--- config.mk ---
export PLATFORM = sky130hd
export DESIGN_NAME = pdu_ctrl
export DESIGN_NICKNAME = d
export VERILOG_FILES = /design/src/design/pdu_pkg.sv /design/src/design/pdu_ctrl.sv
export SDC_FILE = /design/constraint.sdc
export NUM_CORES = 1
export LEC_CHECK = 0
export BUFFER_PORTS_ARGS = -buffer_cell sky130_fd_sc_hd__buf_2
export CORE_MARGIN = 3
export CORE_UTILIZATION = 55
export CTS_BUF_LIST = sky130_fd_sc_hd__clkbuf_4 sky130_fd_sc_hd__clkbuf_8
export CTS_CLUSTER_DIAMETER = 120
export DETAILED_ROUTE_END_ITERATION = 12
export PLACE_DENSITY = 0.81
export SYNTH_ARGS = -nofsm -noshare
export SYNTH_HDL_FRONTEND = slang
export SYNTH_SLANG_ARGS = --single-unit
--- constraint.sdc ---
create_clock -name clock -period 3.2 [get_ports clock]
set_input_delay 0.32 -clock clock [delete_from_list [all_inputs] [get_ports clock]]
set_output_delay 0.32 -clock clock [all_outputs]
set_load 0.005 [all_outputs]
--- src/design/pdu_pkg.sv ---
// Package with widths, codes and controller/datapath signal groups of the densify unit.
package pdu_pkg;

   localparam int unsigned COORD_W    = 32;
   localparam int unsigned SPACE_W    = 31;
   localparam int unsigned FRAC_W     = 16;
   localparam int unsigned MAX_INSERT = 32;

   localparam logic [SPACE_W-1:0] SPACING_RESET = SPACE_W'(256);

   localparam int unsigned DIFF_W  = COORD_W + 1;
   localparam int unsigned MAG_W   = COORD_W;
   localparam int unsigned PROD_W  = 2 * MAG_W;
   localparam int unsigned RAD_W   = 2 * MAG_W + 1;
   localparam int unsigned ROOT_W  = (RAD_W + 1) / 2 + FRAC_W;
   localparam int unsigned SQSRC_W = 2 * ROOT_W;
   localparam int unsigned REM_W   = ROOT_W + 3;
   localparam int unsigned NUM_W   = SPACE_W + MAG_W;
   localparam int unsigned DIV_W   = NUM_W + 2 * FRAC_W + 1;
   localparam int unsigned QUO_W   = ROOT_W + 1;
   localparam int unsigned STEP_W  = QUO_W;
   localparam int unsigned ACC_W   = COORD_W + FRAC_W + 7;
   localparam int unsigned RND_W   = ACC_W - FRAC_W;
   localparam int unsigned CNT_W   = $clog2(DIV_W + 1);
   localparam int unsigned N_W     = $clog2(MAX_INSERT + 1);

   typedef enum logic [1:0] {
      MUL_AX_AX,
      MUL_AY_AY,
      MUL_S_AX,
      MUL_S_AY
   } pdu_mul_sel_type;

   typedef enum logic {
      DIV_SRC_COUNT,
      DIV_SRC_STEP
   } pdu_div_src_type;

   typedef enum logic [1:0] {
      OUT_PREV,
      OUT_POINT,
      OUT_CUR
   } pdu_out_sel_type;

   typedef struct packed {
      logic            load_in;
      logic            diff;
      logic            n_clear;
      logic            mul_en;
      pdu_mul_sel_type mul_sel;
      logic            rad_load;
      logic            rad_add;
      logic            root_init;
      logic            root_step;
      logic            div_load;
      pdu_div_src_type div_src;
      logic            div_step;
      logic            n_save;
      logic            stepx_save;
      logic            stepy_save;
      logic            acc_init;
      logic            out_load;
      pdu_out_sel_type out_sel;
      logic            out_last;
      logic            commit;
   } pdu_cmd_type;

   typedef struct packed {
      logic           fin;
      logic           rad_zero;
      logic           out_free;
      logic [N_W-1:0] n;
   } pdu_sts_type;

endpackage

--- src/design/pdu_ctrl.sv ---
// Controller: sequences the leg computation and the emission of points.
module pdu_ctrl (
   input  logic                 clock,
   input  logic                 reset,
   input  logic                 req_valid,
   output logic                 req_ready,
   output pdu_pkg::pdu_cmd_type cmd,
   input  pdu_pkg::pdu_sts_type sts
);

   localparam int unsigned CNT_W  = pdu_pkg::CNT_W;
   localparam int unsigned N_W    = pdu_pkg::N_W;

   typedef enum logic [4:0] {
      S_IDLE, S_DIFF, S_SQX, S_SQY, S_ADD, S_ROOT_INIT, S_ROOT,
      S_DIVN_INIT, S_DIVN, S_NSAVE, S_MULX, S_DIVX_INIT, S_DIVX, S_STEPX,
      S_MULY, S_DIVY_INIT, S_DIVY, S_STEPY, S_EMIT_PREV, S_EMIT_INS,
      S_EMIT_FIN, S_COMMIT
   } state_type;

   state_type        state_ff, state_in;
   logic [CNT_W-1:0] cnt_ff, cnt_in;
   logic [N_W-1:0]   ins_ff, ins_in;
   logic             have_prev_ff, have_prev_in;
   logic             cnt_root_end, cnt_div_end;
   logic             n_zero, ins_end;

   assign cnt_root_end = (cnt_ff == CNT_W'(pdu_pkg::ROOT_W - 1));
   assign cnt_div_end  = (cnt_ff == CNT_W'(pdu_pkg::DIV_W - 1));
   assign n_zero       = (sts.n == '0);
   assign ins_end      = ((ins_ff + N_W'(1)) == sts.n);

   always_comb begin
      state_in     = state_ff;
      cnt_in       = cnt_ff + CNT_W'(1);
      ins_in       = ins_ff;
      have_prev_in = have_prev_ff;
      cmd          = '0;
      req_ready    = 1'b0;
      unique case (state_ff)
         S_IDLE: begin
            req_ready = 1'b1;
            if (req_valid) begin
               cmd.load_in = 1'b1;
               state_in    = have_prev_ff ? S_DIFF : S_EMIT_FIN;
            end
         end
         S_DIFF: begin
            cmd.diff    = 1'b1;
            cmd.n_clear = 1'b1;
            state_in    = S_SQX;
         end
         S_SQX: begin
            cmd.mul_en  = 1'b1;
            cmd.mul_sel = pdu_pkg::MUL_AX_AX;
            state_in    = S_SQY;
         end
         S_SQY: begin
            cmd.mul_en   = 1'b1;
            cmd.mul_sel  = pdu_pkg::MUL_AY_AY;
            cmd.rad_load = 1'b1;
            state_in     = S_ADD;
         end
         S_ADD: begin
            cmd.rad_add = 1'b1;
            state_in    = S_ROOT_INIT;
         end
         S_ROOT_INIT: begin
            cnt_in = '0;
            if (sts.rad_zero) begin
               state_in = S_EMIT_PREV;
            end else begin
               cmd.root_init = 1'b1;
               state_in      = S_ROOT;
            end
         end
         S_ROOT: begin
            cmd.root_step = 1'b1;
            if (cnt_root_end) begin
               state_in = S_DIVN_INIT;
            end
         end
         S_DIVN_INIT: begin
            cmd.div_load = 1'b1;
            cmd.div_src  = pdu_pkg::DIV_SRC_COUNT;
            cnt_in       = '0;
            state_in     = S_DIVN;
         end
         S_DIVN: begin
            cmd.div_step = 1'b1;
            if (cnt_root_end) begin
               state_in = S_NSAVE;
            end
         end
         S_NSAVE: begin
            cmd.n_save = 1'b1;
            state_in   = S_MULX;
         end
         S_MULX: begin
            if (n_zero) begin
               state_in = S_EMIT_PREV;
            end else begin
               cmd.mul_en  = 1'b1;
               cmd.mul_sel = pdu_pkg::MUL_S_AX;
               state_in    = S_DIVX_INIT;
            end
         end
         S_DIVX_INIT: begin
            cmd.div_load = 1'b1;
            cmd.div_src  = pdu_pkg::DIV_SRC_STEP;
            cnt_in       = '0;
            state_in     = S_DIVX;
         end
         S_DIVX: begin
            cmd.div_step = 1'b1;
            if (cnt_div_end) begin
               state_in = S_STEPX;
            end
         end
         S_STEPX: begin
            cmd.stepx_save = 1'b1;
            state_in       = S_MULY;
         end
         S_MULY: begin
            cmd.mul_en  = 1'b1;
            cmd.mul_sel = pdu_pkg::MUL_S_AY;
            state_in    = S_DIVY_INIT;
         end
         S_DIVY_INIT: begin
            cmd.div_load = 1'b1;
            cmd.div_src  = pdu_pkg::DIV_SRC_STEP;
            cnt_in       = '0;
            state_in     = S_DIVY;
         end
         S_DIVY: begin
            cmd.div_step = 1'b1;
            if (cnt_div_end) begin
               state_in = S_STEPY;
            end
         end
         S_STEPY: begin
            cmd.stepy_save = 1'b1;
            cmd.acc_init   = 1'b1;
            state_in       = S_EMIT_PREV;
         end
         S_EMIT_PREV: begin
            ins_in = '0;
            if (sts.out_free) begin
               cmd.out_load = 1'b1;
               cmd.out_sel  = pdu_pkg::OUT_PREV;
               cmd.out_last = n_zero && !sts.fin;
               state_in     = n_zero ? S_EMIT_FIN : S_EMIT_INS;
            end
         end
         S_EMIT_INS: begin
            if (sts.out_free) begin
               cmd.out_load = 1'b1;
               cmd.out_sel  = pdu_pkg::OUT_POINT;
               cmd.out_last = ins_end && !sts.fin;
               ins_in       = ins_ff + N_W'(1);
               if (ins_end) begin
                  state_in = S_EMIT_FIN;
               end
            end
         end
         S_EMIT_FIN: begin
            if (!sts.fin) begin
               state_in = S_COMMIT;
            end else if (sts.out_free) begin
               cmd.out_load = 1'b1;
               cmd.out_sel  = pdu_pkg::OUT_CUR;
               cmd.out_last = 1'b1;
               state_in     = S_COMMIT;
            end
         end
         S_COMMIT: begin
            cmd.commit   = 1'b1;
            have_prev_in = !sts.fin;
            state_in     = S_IDLE;
         end
         default: begin
            state_in = S_IDLE;
         end
      endcase
   end

   always_ff @(posedge clock) begin
      if (reset) begin
         state_ff     <= S_IDLE;
         cnt_ff       <= '0;
         ins_ff       <= '0;
         have_prev_ff <= 1'b0;
      end else begin
         state_ff     <= state_in;
         cnt_ff       <= cnt_in;
         ins_ff       <= ins_in;
         have_prev_ff <= have_prev_in;
      end
   end

endmodule

Word-level counts from Yosys, hierarchy flattened. Index checks and enable logic that the tools add are counted.

Bits in registers: 19. Bits of input ports: 12. Output and inout bits: 23. Logic and storage cells: 89.

$add $sub $neg: 2. Equality and inequality tests: 33. Muxes and demuxes: 39. Reductions and logical operators: 11.

Operators by type and width (number): one-hot mux 5 bit (21 select lines) (1); 2-to-1 mux 5 bit (13); == test 5 x 4 -> 1 bit (second input constant) (8); == test 5 bit (second input constant) (6); == test 5 x 3 -> 1 bit (second input constant) (4); 2-to-1 mux 4 bit (4); != test 2 bit (second input constant) (8); 2-to-1 mux 1 bit (12); one-hot mux 3 bit (4 select lines) (1); one-hot mux 4 bit (3 select lines) (1); one-hot mux 6 bit (2 select lines) (1); == test 5 x 2 -> 1 bit (second input constant) (2); AND reduction 9 bit (1); adder 7 x 1 -> 7 bit (second input constant) (1); == test 7 x 6 -> 1 bit (second input constant) (1); == test 7 bit (second input constant) (1); adder 6 x 1 -> 6 bit (second input constant) (1); == test 6 bit (1); zero test 6 bit (1); 2-to-1 mux 3 bit (2); 2-to-1 mux 6 bit (1); == test 5 x 1 -> 1 bit (second input constant) (1); zero test 5 bit (1); OR reduction 5 bit (1); 9 further kinds (11).

Depth between registers and ports, before layout.
Depth after elaboration: 5. Depth in mapped cells: 8. Mapped depth without buffers: 7.

Worst setup path after synthesis. OpenSTA, ideal clock, no wires.

Path type: reg2reg. Start: register ins_ff[0]. End: register state_ff[2]. Setup time: 71 ps. Arrival time: 1756 ps. Required time: 3129 ps. Setup slack: 1373 ps. Stages on the path, launching flop included: 7. Buffers on the path: 0. Period minus slack after synthesis: 1827 ps. Path through: dfxtp_1 -> ha_1 -> xnor2_1 -> nand2_1 -> o41a_1 -> or3_1 -> a21oi_1.

Cells in the longest elaborated chain, start to end: 4.

Ends and longest elaborated chain: start, declared (line pdu_ctrl.sv:23) `logic [N_W-1:0] ins_ff, ins_in;`; start signal, assigned (line pdu_ctrl.sv:196) `ins_ff <= ins_in;`; adder 6 x 1 -> 6 bit (line pdu_ctrl.sv:31) `assign ins_end = ((ins_ff + N_W'(1)) == sts.n);`; == test 6 bit (line pdu_ctrl.sv:31); != test 2 bit (no line); AND reduction 9 bit (no line); end signal, assigned (line pdu_ctrl.sv:194) `state_ff <= state_in;`; end, declared (line pdu_ctrl.sv:21) `state_type state_ff, state_in;`.

Every way passes these cells. A chain may end at the register's enable or synchronous reset.

==> reports/qor.yml <==
hold_violations: 0
grt_util_all_layers_pct: 23.88
place_congestion: 0.8688
holdBufCountCts: 0
yosys_most_used_dff: "dfxtp_1"
peakVddDrop_v: 0.0005816
cp.arrival_ns: 2.14
skew_ns: 0.006075
gr-total-overflow: 0
p_leak_nw: 0.6814
ys_ff_latch: 19
seq_area_frac_synth_pct: 25.48
p_per_area_nw_per_um2: 604.7
area_growth_pct: 11.99
core_area_um2: 2522
post-synth-top-area-cell: "dfxtp_1"
fin_crit_ns: 2.456
hp-class: "primary input to register"
gr-usage-met1_pct: 34.10
path_depth: 6
die_h_um: 58.10
post-place-ws_ns: 0.9951
placedCellCount: 261
antenna_found_initial: 0
crit_fanout: 18
ys_warn_count: 0
worst_pin_slew_ns: 0.7296
cts.htree.levels: 1
maxCapViolations: 0
worst_path_dominant_cell_family: "flip-flops"
wl_um: 3894
synth_area_leaders: "dfxtp_1 25%, nor2_1 7.5%, xnor2_1 5.3%"
layout.cells.non_filler: 265
start_util_pct: 59.18
grt_pass1_vias: 1362
finalSetupTns_ns: 0
syn-instance-count: 210
drt_iter0_markers: 147
grt_pass1_wl_um: 6279
required_ns: 2.88
vias: 1596
insertion_delay_ns: 0.30
grtUsageMet2_pct: 34.35
outcome: "finished clean"
cts.sink_count: 19
drive_above_1_share_pct: 18.72
post-route-period-util_pct: 76.74
ant_nets: 0
reg2reg_depth: 6
grt_use_met3_pct: 4.900
postCtsSetupRepairBufs: 0
clockRootBuffer: "clkbuf_4"
drcViolationCount: 0
die_w_um: 58.10
worstSetupPathType: "register to output pin"
cts_resized: 0
clk_transition_reported_paths_ns: 0.11
num_rows: 18
crit_chain: "inv_1 -> nor2_1 -> nand3_1 -> nor3_1 -> o21bai_1 -> buf_2"
die-area_um2: 3375
cp_slowest_stage_delay_ns: 0.71
crit_slowest_cell: "dfxtp_1"
postSynthAreaPerCell_um2: 7.108
crit_buf_inv: 2
fin_hold_ws_ns: 0.3584
dp_hpwl_um: 2911
setup_viol: 0
dr.pass1.iters: 4
grt_max_degree: 24
max_freq_ghz: 0.4072
setup_ws_ns: 0.7443
portBuffers: 34
finalNetCount: 251
synth_cell_types: 53
via_per_inst: 6.023
yosysMostFrequentCell: "nor2_1"
synth.net_count: 225
grt_setup_unrepaired: "no"
async_reset_ff_share_pct: 0
relSlewSlack_pct: 50.59
end_kind: "output pin"
cts_buffers: 3
diodes: 0
fill_cells: 275
io-pin-count: 35
clk_path_buf_depth: 2
cts_tree: "yes"
synth-edff-count: 0
min_path_cells: 2
critPathLaunchType: "register"
busiest_layer: "met2"
ys_top_cells_by_count: "30 x nor2_1, 20 x nand2_1, 19 x dfxtp_1, 11 x nor3_1"
final_util_pct: 66.27
syn_area_um2: 1493
slew_viol_final: 0
synth_top_area_share_pct: 25.48
avgRoutedWirePerCell_um: 14.69
[stage by stage]
stage / power [mW] / instance area (um^2)
after global placement: 0.8627 / 1642
final: 1.011 / 1672
after detailed placement: 0.8678 / 1642
after global routing: 1.091 / 1672
after CTS: 1.004 / 1672
after floorplan: 0.7408 / 1493
[flip-flops by register name (all words and copies together), names as in the netlist]
| register | flops |
|---|---|
| ins_ff | 6 |
| cnt_ff | 7 |
| have_prev_ff | 1 |
| state_ff | 5 |
[path summary, 6_finish.rpt]
check	startpoint	endpoint	slack, ns
max reg2reg	state_ff[1]	state_ff[4]	0.95
min	reset	ins_ff[2]	0.36
min reg2reg	cnt_ff[0]	cnt_ff[0]	0.47
max	state_ff[4]	cmd[1]	0.74
[placed cells by master (no fill, tap or decap), types with 4 or more instances in the layout]
master    netlist  final
nand2_1        20     20
buf_2           5     34
clkbuf_4        0      4
nand3_1         8      8
nor3_1         11     11
nor2_1         30     30
dfxtp_1        19     19
inv_1          10     10
nand2b_1        5      5
o21ai_0        10     10
xnor2_1         9      9
xor2_1          4      4
nor2b_1         5      5
a21oi_1         9      9
[routing by layer]
metal  routed length [um]  up-vias
li1                     -      806
met1                 1772      705
met2                 1656       78
met3                  399        7
met4                   66        0
met5                    0        -
[worst register-to-register path, delay by kind of cell, from the launching register on]
family           cells  cell delay (ns)
AO/OA/AOI/OAI        4             1.13
flip-flops           1             0.80
AND/OR/NAND/NOR      2             0.25
[where the power goes]
| part | total [mW] | internal [mW] | switching [mW] |
|---|---|---|---|
| Combinational | 0.506 | 0.217 | 0.289 |
| Clock | 0.133 | 0.0571 | 0.0757 |
| Sequential | 0.372 | 0.265 | 0.106 |
[layout make-up]
cell class | count | area [um^2] | area share (%)
multi-input cells | 167 | 1008 | 60.33
well taps | 30 | 37.54 | 2.246
repair buffers | 35 | 177.7 | 10.63
flip-flops and latches | 19 | 380.4 | 22.75
inverters | 10 | 37.54 | 2.246
clock buffers | 4 | 30.03 | 1.796
[logic make-up after synthesis]
logic type | count (synthesis) | synth area share, %
and+or+nand+nor | 99 | 33.45
DFF | 19 | 25.48
buffers and inverters | 24 | 6.957
xor gates and xnor gates | 13 | 7.628
adders and majority gates | 3 | 2.515
muxes | 1 | 0.6706
AOI/OAI and AO/OA | 51 | 23.30
Note: power is estimated with default switching activity, not from simulation.
