==> config.mk <==
export PLATFORM = sky130hd
export DESIGN_NAME = pdu_dpath
export DESIGN_NICKNAME = d
export VERILOG_FILES = /design/src/design/pdu_pkg.sv /design/src/design/pdu_dpath.sv
export SDC_FILE = /design/constraint.sdc
export NUM_CORES = 2
export LEC_CHECK = 0
export ABC_AREA = 0
export BUFFER_PORTS_ARGS = -buffer_cell sky130_fd_sc_hd__buf_2
export CORE_AREA = 4 4 530 532
export CTS_CLUSTER_SIZE = 28
export DETAILED_ROUTE_END_ITERATION = 12
export DIE_AREA = 0 0 534 536
export GPL_ROUTABILITY_DRIVEN = 0
export GPL_TIMING_DRIVEN = 0
export HOLD_SLACK_MARGIN = 0.15
export SKIP_CTS_REPAIR_TIMING = 1
export SLEW_MARGIN = 40
export SYNTH_ARGS = -nofsm -noshare
export SYNTH_HDL_FRONTEND = slang
export SYNTH_SLANG_ARGS = --single-unit
==> constraint.sdc <==
create_clock -name clock -period 13.68 [get_ports clock]
set_input_delay 2.052 -clock clock [delete_from_list [all_inputs] [get_ports clock]]
set_output_delay 2.052 -clock clock [all_outputs]
set_load 0.02 [all_outputs]
==> src/design/pdu_pkg.sv <==
// Package with widths, codes and controller/datapath signal groups of the densify unit.
package pdu_pkg;

   localparam int unsigned COORD_W    = 32;
   localparam int unsigned SPACE_W    = 31;
   localparam int unsigned FRAC_W     = 16;
   localparam int unsigned MAX_INSERT = 32;

   localparam logic [SPACE_W-1:0] SPACING_RESET = SPACE_W'(256);

   localparam int unsigned DIFF_W  = COORD_W + 1;
   localparam int unsigned MAG_W   = COORD_W;
   localparam int unsigned PROD_W  = 2 * MAG_W;
   localparam int unsigned RAD_W   = 2 * MAG_W + 1;
   localparam int unsigned ROOT_W  = (RAD_W + 1) / 2 + FRAC_W;
   localparam int unsigned SQSRC_W = 2 * ROOT_W;
   localparam int unsigned REM_W   = ROOT_W + 3;
   localparam int unsigned NUM_W   = SPACE_W + MAG_W;
   localparam int unsigned DIV_W   = NUM_W + 2 * FRAC_W + 1;
   localparam int unsigned QUO_W   = ROOT_W + 1;
   localparam int unsigned STEP_W  = QUO_W;
   localparam int unsigned ACC_W   = COORD_W + FRAC_W + 7;
   localparam int unsigned RND_W   = ACC_W - FRAC_W;
   localparam int unsigned CNT_W   = $clog2(DIV_W + 1);
   localparam int unsigned N_W     = $clog2(MAX_INSERT + 1);

   typedef enum logic [1:0] {
      MUL_AX_AX,
      MUL_AY_AY,
      MUL_S_AX,
      MUL_S_AY
   } pdu_mul_sel_type;

   typedef enum logic {
      DIV_SRC_COUNT,
      DIV_SRC_STEP
   } pdu_div_src_type;

   typedef enum logic [1:0] {
      OUT_PREV,
      OUT_POINT,
      OUT_CUR
   } pdu_out_sel_type;

   typedef struct packed {
      logic            load_in;
      logic            diff;
      logic            n_clear;
      logic            mul_en;
      pdu_mul_sel_type mul_sel;
      logic            rad_load;
      logic            rad_add;
      logic            root_init;
      logic            root_step;
      logic            div_load;
      pdu_div_src_type div_src;
      logic            div_step;
      logic            n_save;
      logic            stepx_save;
      logic            stepy_save;
      logic            acc_init;
      logic            out_load;
      pdu_out_sel_type out_sel;
      logic            out_last;
      logic            commit;
   } pdu_cmd_type;

   typedef struct packed {
      logic           fin;
      logic           rad_zero;
      logic           out_free;
      logic [N_W-1:0] n;
   } pdu_sts_type;

endpackage

==> src/design/pdu_dpath.sv <==
// Datapath: leg geometry, bit-serial square root and divider, point accumulators, output register.
module pdu_dpath (
   input  logic                                clock,
   input  logic                                reset,
   input  pdu_pkg::pdu_cmd_type                cmd,
   output pdu_pkg::pdu_sts_type                sts,
   input  logic signed [pdu_pkg::COORD_W-1:0]  req_px,
   input  logic signed [pdu_pkg::COORD_W-1:0]  req_py,
   input  logic                                req_final,
   input  logic                                csr_valid,
   input  logic [pdu_pkg::SPACE_W-1:0]         csr_spacing,
   output logic                                rsp_valid,
   input  logic                                rsp_ready,
   output logic signed [pdu_pkg::COORD_W-1:0]  rsp_qx,
   output logic signed [pdu_pkg::COORD_W-1:0]  rsp_qy,
   output logic                                rsp_interpolated,
   output logic                                rsp_capped,
   output logic                                rsp_end_of_run
);

   localparam int unsigned COORD_W = pdu_pkg::COORD_W;
   localparam int unsigned SPACE_W = pdu_pkg::SPACE_W;
   localparam int unsigned FRAC_W  = pdu_pkg::FRAC_W;
   localparam int unsigned DIFF_W  = pdu_pkg::DIFF_W;
   localparam int unsigned MAG_W   = pdu_pkg::MAG_W;
   localparam int unsigned PROD_W  = pdu_pkg::PROD_W;
   localparam int unsigned RAD_W   = pdu_pkg::RAD_W;
   localparam int unsigned ROOT_W  = pdu_pkg::ROOT_W;
   localparam int unsigned SQSRC_W = pdu_pkg::SQSRC_W;
   localparam int unsigned REM_W   = pdu_pkg::REM_W;
   localparam int unsigned NUM_W   = pdu_pkg::NUM_W;
   localparam int unsigned DIV_W   = pdu_pkg::DIV_W;
   localparam int unsigned QUO_W   = pdu_pkg::QUO_W;
   localparam int unsigned STEP_W  = pdu_pkg::STEP_W;
   localparam int unsigned ACC_W   = pdu_pkg::ACC_W;
   localparam int unsigned RND_W   = pdu_pkg::RND_W;
   localparam int unsigned N_W     = pdu_pkg::N_W;

   logic [SPACE_W-1:0]              spacing_ff;
   logic                            rsp_valid_ff;

   logic signed [COORD_W-1:0]       cur_x_ff, cur_y_ff, prev_x_ff, prev_y_ff;
   logic                            fin_ff;
   logic [MAG_W-1:0]                ax_ff, ay_ff;
   logic                            negx_ff, negy_ff;
   logic [PROD_W-1:0]               prod_ff;
   logic [RAD_W-1:0]                rad_ff;
   logic [SQSRC_W-1:0]              sqsrc_ff;
   logic [REM_W-1:0]                rem_ff;
   logic [ROOT_W-1:0]               root_ff;
   logic [DIV_W-1:0]                dnum_ff;
   logic [ROOT_W-1:0]               dden_ff, drem_ff;
   logic [QUO_W-1:0]                quo_ff;
   logic [N_W-1:0]                  n_ff;
   logic                            cap_ff;
   logic signed [STEP_W:0]          stepx_ff, stepy_ff;
   logic signed [ACC_W-1:0]         accx_ff, accy_ff;
   logic signed [COORD_W-1:0]       qx_ff, qy_ff;
   logic                            interp_ff, capped_ff, last_ff;

   logic [SPACE_W-1:0]              s_eff;
   logic signed [DIFF_W-1:0]        dx, dy;
   logic [MAG_W-1:0]                mul_a, mul_b;
   logic [PROD_W-1:0]               mul_p;
   logic [REM_W-1:0]                rem_sh, root_trial;
   logic [ROOT_W:0]                 div_r2;
   logic [QUO_W:0]                  quo_rnd;
   logic [STEP_W:0]                 step_mag;
   logic signed [ACC_W-1:0]         accx_in, accy_in;
   logic                            out_free;

   function automatic logic signed [COORD_W-1:0] sat_coord(input logic signed [RND_W-1:0] v);
      logic all_one, all_zero;
      all_one  = &v[RND_W-1:COORD_W-1];
      all_zero = ~|v[RND_W-1:COORD_W-1];
      if (all_one || all_zero) begin
         sat_coord = v[COORD_W-1:0];
      end else if (v[RND_W-1]) begin
         sat_coord = {1'b1, {(COORD_W-1){1'b0}}};
      end else begin
         sat_coord = {1'b0, {(COORD_W-1){1'b1}}};
      end
   endfunction

   assign s_eff = (spacing_ff == '0) ? SPACE_W'(1) : spacing_ff;
   assign dx    = DIFF_W'(cur_x_ff) - DIFF_W'(prev_x_ff);
   assign dy    = DIFF_W'(cur_y_ff) - DIFF_W'(prev_y_ff);

   always_comb begin
      case (cmd.mul_sel)
         pdu_pkg::MUL_AX_AX: begin mul_a = ax_ff;              mul_b = ax_ff; end
         pdu_pkg::MUL_AY_AY: begin mul_a = ay_ff;              mul_b = ay_ff; end
         pdu_pkg::MUL_S_AX:  begin mul_a = MAG_W'(s_eff);      mul_b = ax_ff; end
         default:            begin mul_a = MAG_W'(s_eff);      mul_b = ay_ff; end
      endcase
   end
   assign mul_p = mul_a * mul_b;

   // Restoring square root: bring down one bit pair, try 4*root+1.
   assign rem_sh     = {rem_ff[REM_W-3:0], sqsrc_ff[SQSRC_W-1 -: 2]};
   assign root_trial = {{(REM_W-ROOT_W-2){1'b0}}, root_ff, 2'b01};

   // Restoring division: bring down one dividend bit.
   assign div_r2 = {drem_ff, dnum_ff[DIV_W-1]};

   assign quo_rnd  = (QUO_W+1)'(quo_ff) + (QUO_W+1)'(1);
   assign step_mag = {1'b0, quo_rnd[QUO_W:1]};

   assign accx_in  = accx_ff + ACC_W'(stepx_ff);
   assign accy_in  = accy_ff + ACC_W'(stepy_ff);
   assign out_free = !rsp_valid_ff || rsp_ready;

   always_ff @(posedge clock) begin
      if (reset) begin
         spacing_ff   <= pdu_pkg::SPACING_RESET;
         rsp_valid_ff <= 1'b0;
      end else begin
         if (csr_valid) begin
            spacing_ff <= csr_spacing;
         end
         if (cmd.out_load) begin
            rsp_valid_ff <= 1'b1;
         end else if (rsp_ready) begin
            rsp_valid_ff <= 1'b0;
         end
      end
   end

   always_ff @(posedge clock) begin
      if (cmd.load_in) begin
         cur_x_ff <= req_px;
         cur_y_ff <= req_py;
         fin_ff   <= req_final;
      end
      if (cmd.commit) begin
         prev_x_ff <= cur_x_ff;
         prev_y_ff <= cur_y_ff;
      end
      if (cmd.diff) begin
         negx_ff <= dx[DIFF_W-1];
         negy_ff <= dy[DIFF_W-1];
         ax_ff   <= dx[DIFF_W-1] ? MAG_W'(-dx) : MAG_W'(dx);
         ay_ff   <= dy[DIFF_W-1] ? MAG_W'(-dy) : MAG_W'(dy);
      end
      if (cmd.mul_en) begin
         prod_ff <= mul_p;
      end
      if (cmd.rad_load) begin
         rad_ff <= RAD_W'(prod_ff);
      end else if (cmd.rad_add) begin
         rad_ff <= rad_ff + RAD_W'(prod_ff);
      end
      if (cmd.root_init) begin
         sqsrc_ff <= {{(SQSRC_W-RAD_W-2*FRAC_W){1'b0}}, rad_ff, {(2*FRAC_W){1'b0}}};
         rem_ff   <= '0;
         root_ff  <= '0;
      end else if (cmd.root_step) begin
         sqsrc_ff <= {sqsrc_ff[SQSRC_W-3:0], 2'b00};
         if (rem_sh >= root_trial) begin
            rem_ff  <= rem_sh - root_trial;
            root_ff <= {root_ff[ROOT_W-2:0], 1'b1};
         end else begin
            rem_ff  <= rem_sh;
            root_ff <= {root_ff[ROOT_W-2:0], 1'b0};
         end
      end
      if (cmd.div_load) begin
         drem_ff <= '0;
         quo_ff  <= '0;
         if (cmd.div_src == pdu_pkg::DIV_SRC_COUNT) begin
            dnum_ff <= {root_ff, {(DIV_W-ROOT_W){1'b0}}};
            dden_ff <= {{(ROOT_W-SPACE_W-FRAC_W){1'b0}}, s_eff, {FRAC_W{1'b0}}};
         end else begin
            dnum_ff <= {prod_ff[NUM_W-1:0], {(DIV_W-NUM_W){1'b0}}};
            dden_ff <= root_ff;
         end
      end else if (cmd.div_step) begin
         dnum_ff <= {dnum_ff[DIV_W-2:0], 1'b0};
         if (div_r2 >= {1'b0, dden_ff}) begin
            drem_ff <= ROOT_W'(div_r2 - {1'b0, dden_ff});
            quo_ff  <= {quo_ff[QUO_W-2:0], 1'b1};
         end else begin
            drem_ff <= div_r2[ROOT_W-1:0];
            quo_ff  <= {quo_ff[QUO_W-2:0], 1'b0};
         end
      end
      if (cmd.n_clear) begin
         n_ff   <= '0;
         cap_ff <= 1'b0;
      end else if (cmd.n_save) begin
         if (quo_ff > QUO_W'(pdu_pkg::MAX_INSERT)) begin
            n_ff   <= N_W'(pdu_pkg::MAX_INSERT);
            cap_ff <= 1'b1;
         end else begin
            n_ff   <= quo_ff[N_W-1:0];
            cap_ff <= 1'b0;
         end
      end
      if (cmd.stepx_save) begin
         stepx_ff <= negx_ff ? -$signed(step_mag) : $signed(step_mag);
      end
      if (cmd.stepy_save) begin
         stepy_ff <= negy_ff ? -$signed(step_mag) : $signed(step_mag);
      end
      // The rounding half is folded into the start value.
      if (cmd.acc_init) begin
         accx_ff <= {{(ACC_W-COORD_W-FRAC_W){prev_x_ff[COORD_W-1]}}, prev_x_ff,
                     1'b1, {(FRAC_W-1){1'b0}}};
         accy_ff <= {{(ACC_W-COORD_W-FRAC_W){prev_y_ff[COORD_W-1]}}, prev_y_ff,
                     1'b1, {(FRAC_W-1){1'b0}}};
      end else if (cmd.out_load && cmd.out_sel == pdu_pkg::OUT_POINT) begin
         accx_ff <= accx_in;
         accy_ff <= accy_in;
      end
      if (cmd.out_load) begin
         last_ff <= cmd.out_last;
         case (cmd.out_sel)
            pdu_pkg::OUT_PREV: begin
               qx_ff <= prev_x_ff; qy_ff <= prev_y_ff;
               interp_ff <= 1'b0;  capped_ff <= cap_ff;
            end
            pdu_pkg::OUT_POINT: begin
               qx_ff <= sat_coord(accx_in[ACC_W-1:FRAC_W]);
               qy_ff <= sat_coord(accy_in[ACC_W-1:FRAC_W]);
               interp_ff <= 1'b1;  capped_ff <= cap_ff;
            end
            default: begin
               qx_ff <= cur_x_ff;  qy_ff <= cur_y_ff;
               interp_ff <= 1'b0;  capped_ff <= 1'b0;
            end
         endcase
      end
   end

   assign sts.fin      = fin_ff;
   assign sts.rad_zero = (rad_ff == '0);
   assign sts.out_free = out_free;
   assign sts.n        = n_ff;

   assign rsp_valid        = rsp_valid_ff;
   assign rsp_qx           = qx_ff;
   assign rsp_qy           = qy_ff;
   assign rsp_interpolated = interp_ff;
   assign rsp_capped       = capped_ff;
   assign rsp_end_of_run   = last_ff;

endmodule

* After elaboration in Yosys (flattened, before gate mapping) *
Index checks and enable logic that the tools add are counted.

operators by class
  add/sub/neg operators = 11
  $mul = 1
  $lt $le $gt $ge = 3
  eq/ne operators = 3
  mux-type cells = 34
  reduce and logical (&&, ||, !) cells = 22

operators by type and width
  kind                     number
  $mux W96                 3
  $mux W32                 7
  $mux W55                 4
  $mux W97                 2
  $pmux W32 S2             3
  $mux W50                 3
  $mux W64                 2
  $add A55 B51 Y55         2
  $sub A32 B32 Y33         2
  $add A65 B64 Y65         1
  $logic_not A65 Y1        1
  $mul A32 B32 Y64         1
  $neg A32 Y32             2
  $ge A52 B51 Y1           1
  $add A50 B1 Y51 const B  1
  $neg A50 Y51             1
  $ge A50 B49 Y1           1
  $gt A50 B6 Y1 const B    1
  $sub A50 B50 Y50         1
  $mux W49                 1
  $sub A49 B49 Y49         1
  $mux W47                 1
  $logic_not A31 Y1        1
  $mux W31                 1
  12 further kinds         30

storage, ports and cells
  register bits after elaboration = 1,051
  word-level logic and storage cells = 112

* Longest topological paths before layout *
  depth in word-level cells = 6
  mapped depth = 36

* Worst setup path before layout *
Ideal clock, no wire load.

  path kind = input port to flip-flop
  start = input port cmd[16] (netlist name)
  end = register prod_ff[61], data pin
  setup time = 267 ps
  arrival time = 11,481 ps
  path slack = 1,933 ps
  stages on the path = 32
  cell sequence = clkbuf_1 buf_1 clkbuf_1 buf_1 mux2i_1 clkbuf_1 nor2_1 fa_1 fa_1 inv_1 fa_1 fa_1 fa_1 inv_1 fa_1 fa_1 inv_1 fa_1 inv_1 ha_1 clkbuf_1 a21oi_1 o21ai_1 a2111oi_0 nor3_1 o41a_1 o21ai_1 o21ai_0 a311o_1 a221o_1 a221oi_1 a211oi_1

between the ends
  longest elaborated chain between the ends = 4
  elaborated cells between the ends (all ways) = 7
  classes of those cells = mul (1); eq/ne (2); mux (2); reduce/logical (2)

RTL lines
  what                                                     line              RTL
  start, declared                                          pdu_dpath.sv:5    input pdu_pkg::pdu_cmd_type cmd,
  $eq A2 B2 Y1 / $logic_not A2 Y1 (equally long branches)  pdu_dpath.sv:90   case (cmd.mul_sel)
  $reduce_or A2 Y1 (no line)                               -
  $mux W32                                                 pdu_dpath.sv:90
  $mul A32 B32 Y64 (*)                                     pdu_dpath.sv:97   assign mul_p = mul_a * mul_b;
  net mul_p[61]                                            pdu_dpath.sv:64   logic [PROD_W-1:0] mul_p;
  end signal, assigned                                     pdu_dpath.sv:146  prod_ff <= mul_p;
  end, declared                                            pdu_dpath.sv:46   logic [PROD_W-1:0] prod_ff;

The timed path passes the listed nets; every way through them passes the cells marked *.
A chain may end at the register's enable or synchronous reset.

* Worst setup path after layout *
Same ends and word-level chain as after synthesis.

==> flow_metrics.tcl <==
set metrics [dict create \
    status "complete, no violations" \
    fin_skew_ns 0.0308 \
    finalMaxSlewViolations 0 \
    crit_slowest_cell "mux2i_1" \
    fillCellCount 27696 \
    grt_pass1_vias 76755 \
    drt-total-wl_um 348000 \
    utilization 0.386 \
    clk_pin_slew_worst_paths_ns 0.06 \
    final_common_cell "inv_1" \
    register_area_mm2 0.0279 \
    path_class "input pin to flop" \
    die_h_um 536 \
    yosysUniqueCellTypes 98 \
    initial_core_util 0.348 \
    maxCapViolations 0 \
    setup_slack_ns 0.487 \
    synth_edf_count 747 \
    drc 0 \
    finalCritPeriodShare 0.964 \
    syn-cell-area_mm2 0.0961 \
    yosys_most_used_dff "edfxtp_1" \
    dp_cells 14220 \
    hpwl_um 279000 \
    coreArea_mm2 0.276 \
    final_cells 14443 \
    cp.arrival_ns 13.67 \
    grt_max_degree 67 \
    seq_area_frac_synth 0.290 \
    grt_setup_unrepaired "no" \
    cts_buffers 108 \
    synthesis.nets 11936 \
    grt_use_total 0.237 \
    die_w_um 534 \
    htree_levels 3 \
    critPathBufInv 10 \
    setup_viol 0 \
    worst_slew_pin_slew_ns 0.960 \
    crit_path_end_kind "flop" \
    yosys_warnings 0 \
    ff2ff_setup_slack_ns 2.60 \
    rows 193 \
    cts_tree "yes" \
    post-place-ws_ns -0.590 \
    vias_per_cell 5.51 \
    cts_sinks 1018 \
    drive_gt1_frac 0.0702 \
    antenna_found_initial 17 \
    ios 199 \
    mostFrequentLayoutCells "inv_1, nor2_1, nand2_1, fa_1, edfxtp_1" \
    multi_input_area_mm2 0.0621 \
    ys_ff_latch 1018 \
    io_buffers 188 \
    insertion_delay_ns 0.76 \
    crit_fanout 10 \
    cp_slowest_stage_delay_ns 0.79 \
    grt-ovfl-total 0 \
    grt_pass1_wl_um 509000 \
    antenna_left 0 \
    drtPass1Iterations 8 \
    finalInstanceArea_mm2 0.106 \
    clock-root-buffer "clkbuf_16" \
    wl_per_cell_um 24.1 \
    hold_class "flop to flop" \
    placed_area_mm2 0.102 \
    cp.required_ns 14.16 \
    crit_family "adder cells" \
    fin_nets 12255 \
    area_growth_pct 10.7 \
    synth_cells 10308 \
    crit_top_cell "fa_1" \
    async_flop_share 0 \
    die-area_mm2 0.286 \
    period_minus_slack_ns 13.19 \
    hold_violations 0 \
    timing.fmax_mhz 75.8 \
    syn_area_per_cell_um2 9.33 \
    clockBufferDepth 3 \
    relSlewSlack 0.347 \
    vias 79546 \
    crit_path_start_kind "input pin" \
    first_iter_violations 8222 \
]
cells in the mapped netlist (all sizes together) (16+ instances only):
master,n,area share
a211o,16,0.0015
a31oi,60,0.0039
o31ai,55,0.0045
nor3,128,0.0068
a311oi,47,0.0043
or2,28,0.0018
a21oi,576,0.030
or3,37,0.0024
and2,62,0.0040
nand2,1054,0.041
and4,29,0.0026
o21bai,80,0.0062
a22oi,47,0.0037
a211oi,108,0.0085
dfxtp,271,0.056
mux2,171,0.020
fa,902,0.19
o211ai,57,0.0045
xnor2,299,0.027
nand2b,70,0.0046
a22o,36,0.0033
buf,80,0.0036
nand4,108,0.0071
and3,75,0.0049
xor2,230,0.021
nor2,1143,0.045
o21ai,373,0.019
edfxtp,747,0.23
o2111ai,23,0.0021
a21o,272,0.021
a21boi,22,0.0017
ha,604,0.079
clkbuf,441,0.017
mux2i,283,0.029
o21a,70,0.0055
inv,1217,0.048
nor2b,73,0.0048
nor4,63,0.0044
nand3,118,0.0061
final timing paths:
path	to	cells after the start	from
max	prod_ff[61]	32	cmd[16]
min	accy_ff[9]	2	accy_ff[9]
max reg2reg	prod_ff[61]	28	spacing_ff[30]
min reg2reg	accy_ff[9]	2	accy_ff[9]
sequential cells by signal, summed over array words and instances (netlist names), 50 cells and up:
signal	count
dnum_ff	63
prod_ff	64
quo_ff	50
accy_ff	55
accx_ff	55
stepy_ff	51
sqsrc_ff	66
stepx_ff	51
rem_ff	50
rad_ff	65
layout make-up:
| cell class | count | area share |
|---|---|---|
| repair buffers | 209 | 0.0124 |
| clock buffers | 130 | 0.0270 |
| clock inverters | 76 | 0.00883 |
| well taps | 3705 | 0.0436 |
| multi-input cells | 7552 | 0.583 |
| diodes | 15 | 0.000353 |
| inverters | 1217 | 0.0430 |
| plain buffers | 521 | 0.0196 |
| flip-flops and latches | 1018 | 0.262 |
cells by family after synthesis:
| kind of cell | share of synthesized area |
|---|---|
| and+or+nand+nor | 0.141 |
| AOI/OAI and AO/OA | 0.136 |
| xor gates and xnor gates | 0.0482 |
| buffers and inverters | 0.0684 |
| DFF | 0.290 |
| muxes | 0.0495 |
| adders and majority gates | 0.266 |
layer usage:
metal	routed length, um	GRT usage	vias to the layer above
met5	52	0	-
met4	24900	0.137	8
met3	34400	0.0574	940
met2	148000	0.355	4057
met1	141000	0.310	38769
li1	-	-	35772
worst register-to-register path, delay by kind of cell (launching register included):
kind            cells  cell delay (ns)
mux                 1             0.37
flops               1             0.54
buf+inv             4             0.57
compound gates      8             2.78
simple gates        6             1.82
fa+ha+maj           9             4.78
through the flow:
stage                     TNS [ns]  hold slack, ns
after detailed placement     -2.18           0.451
after CTS                        0           0.465
after global routing             0           0.477
final                            0           0.459
after floorplan                  0           0.429
after global placement       -6.63           0.440
Power is not shown: default switching activity piles up to over one toggle a cycle in this logic, so the estimate is an artifact.
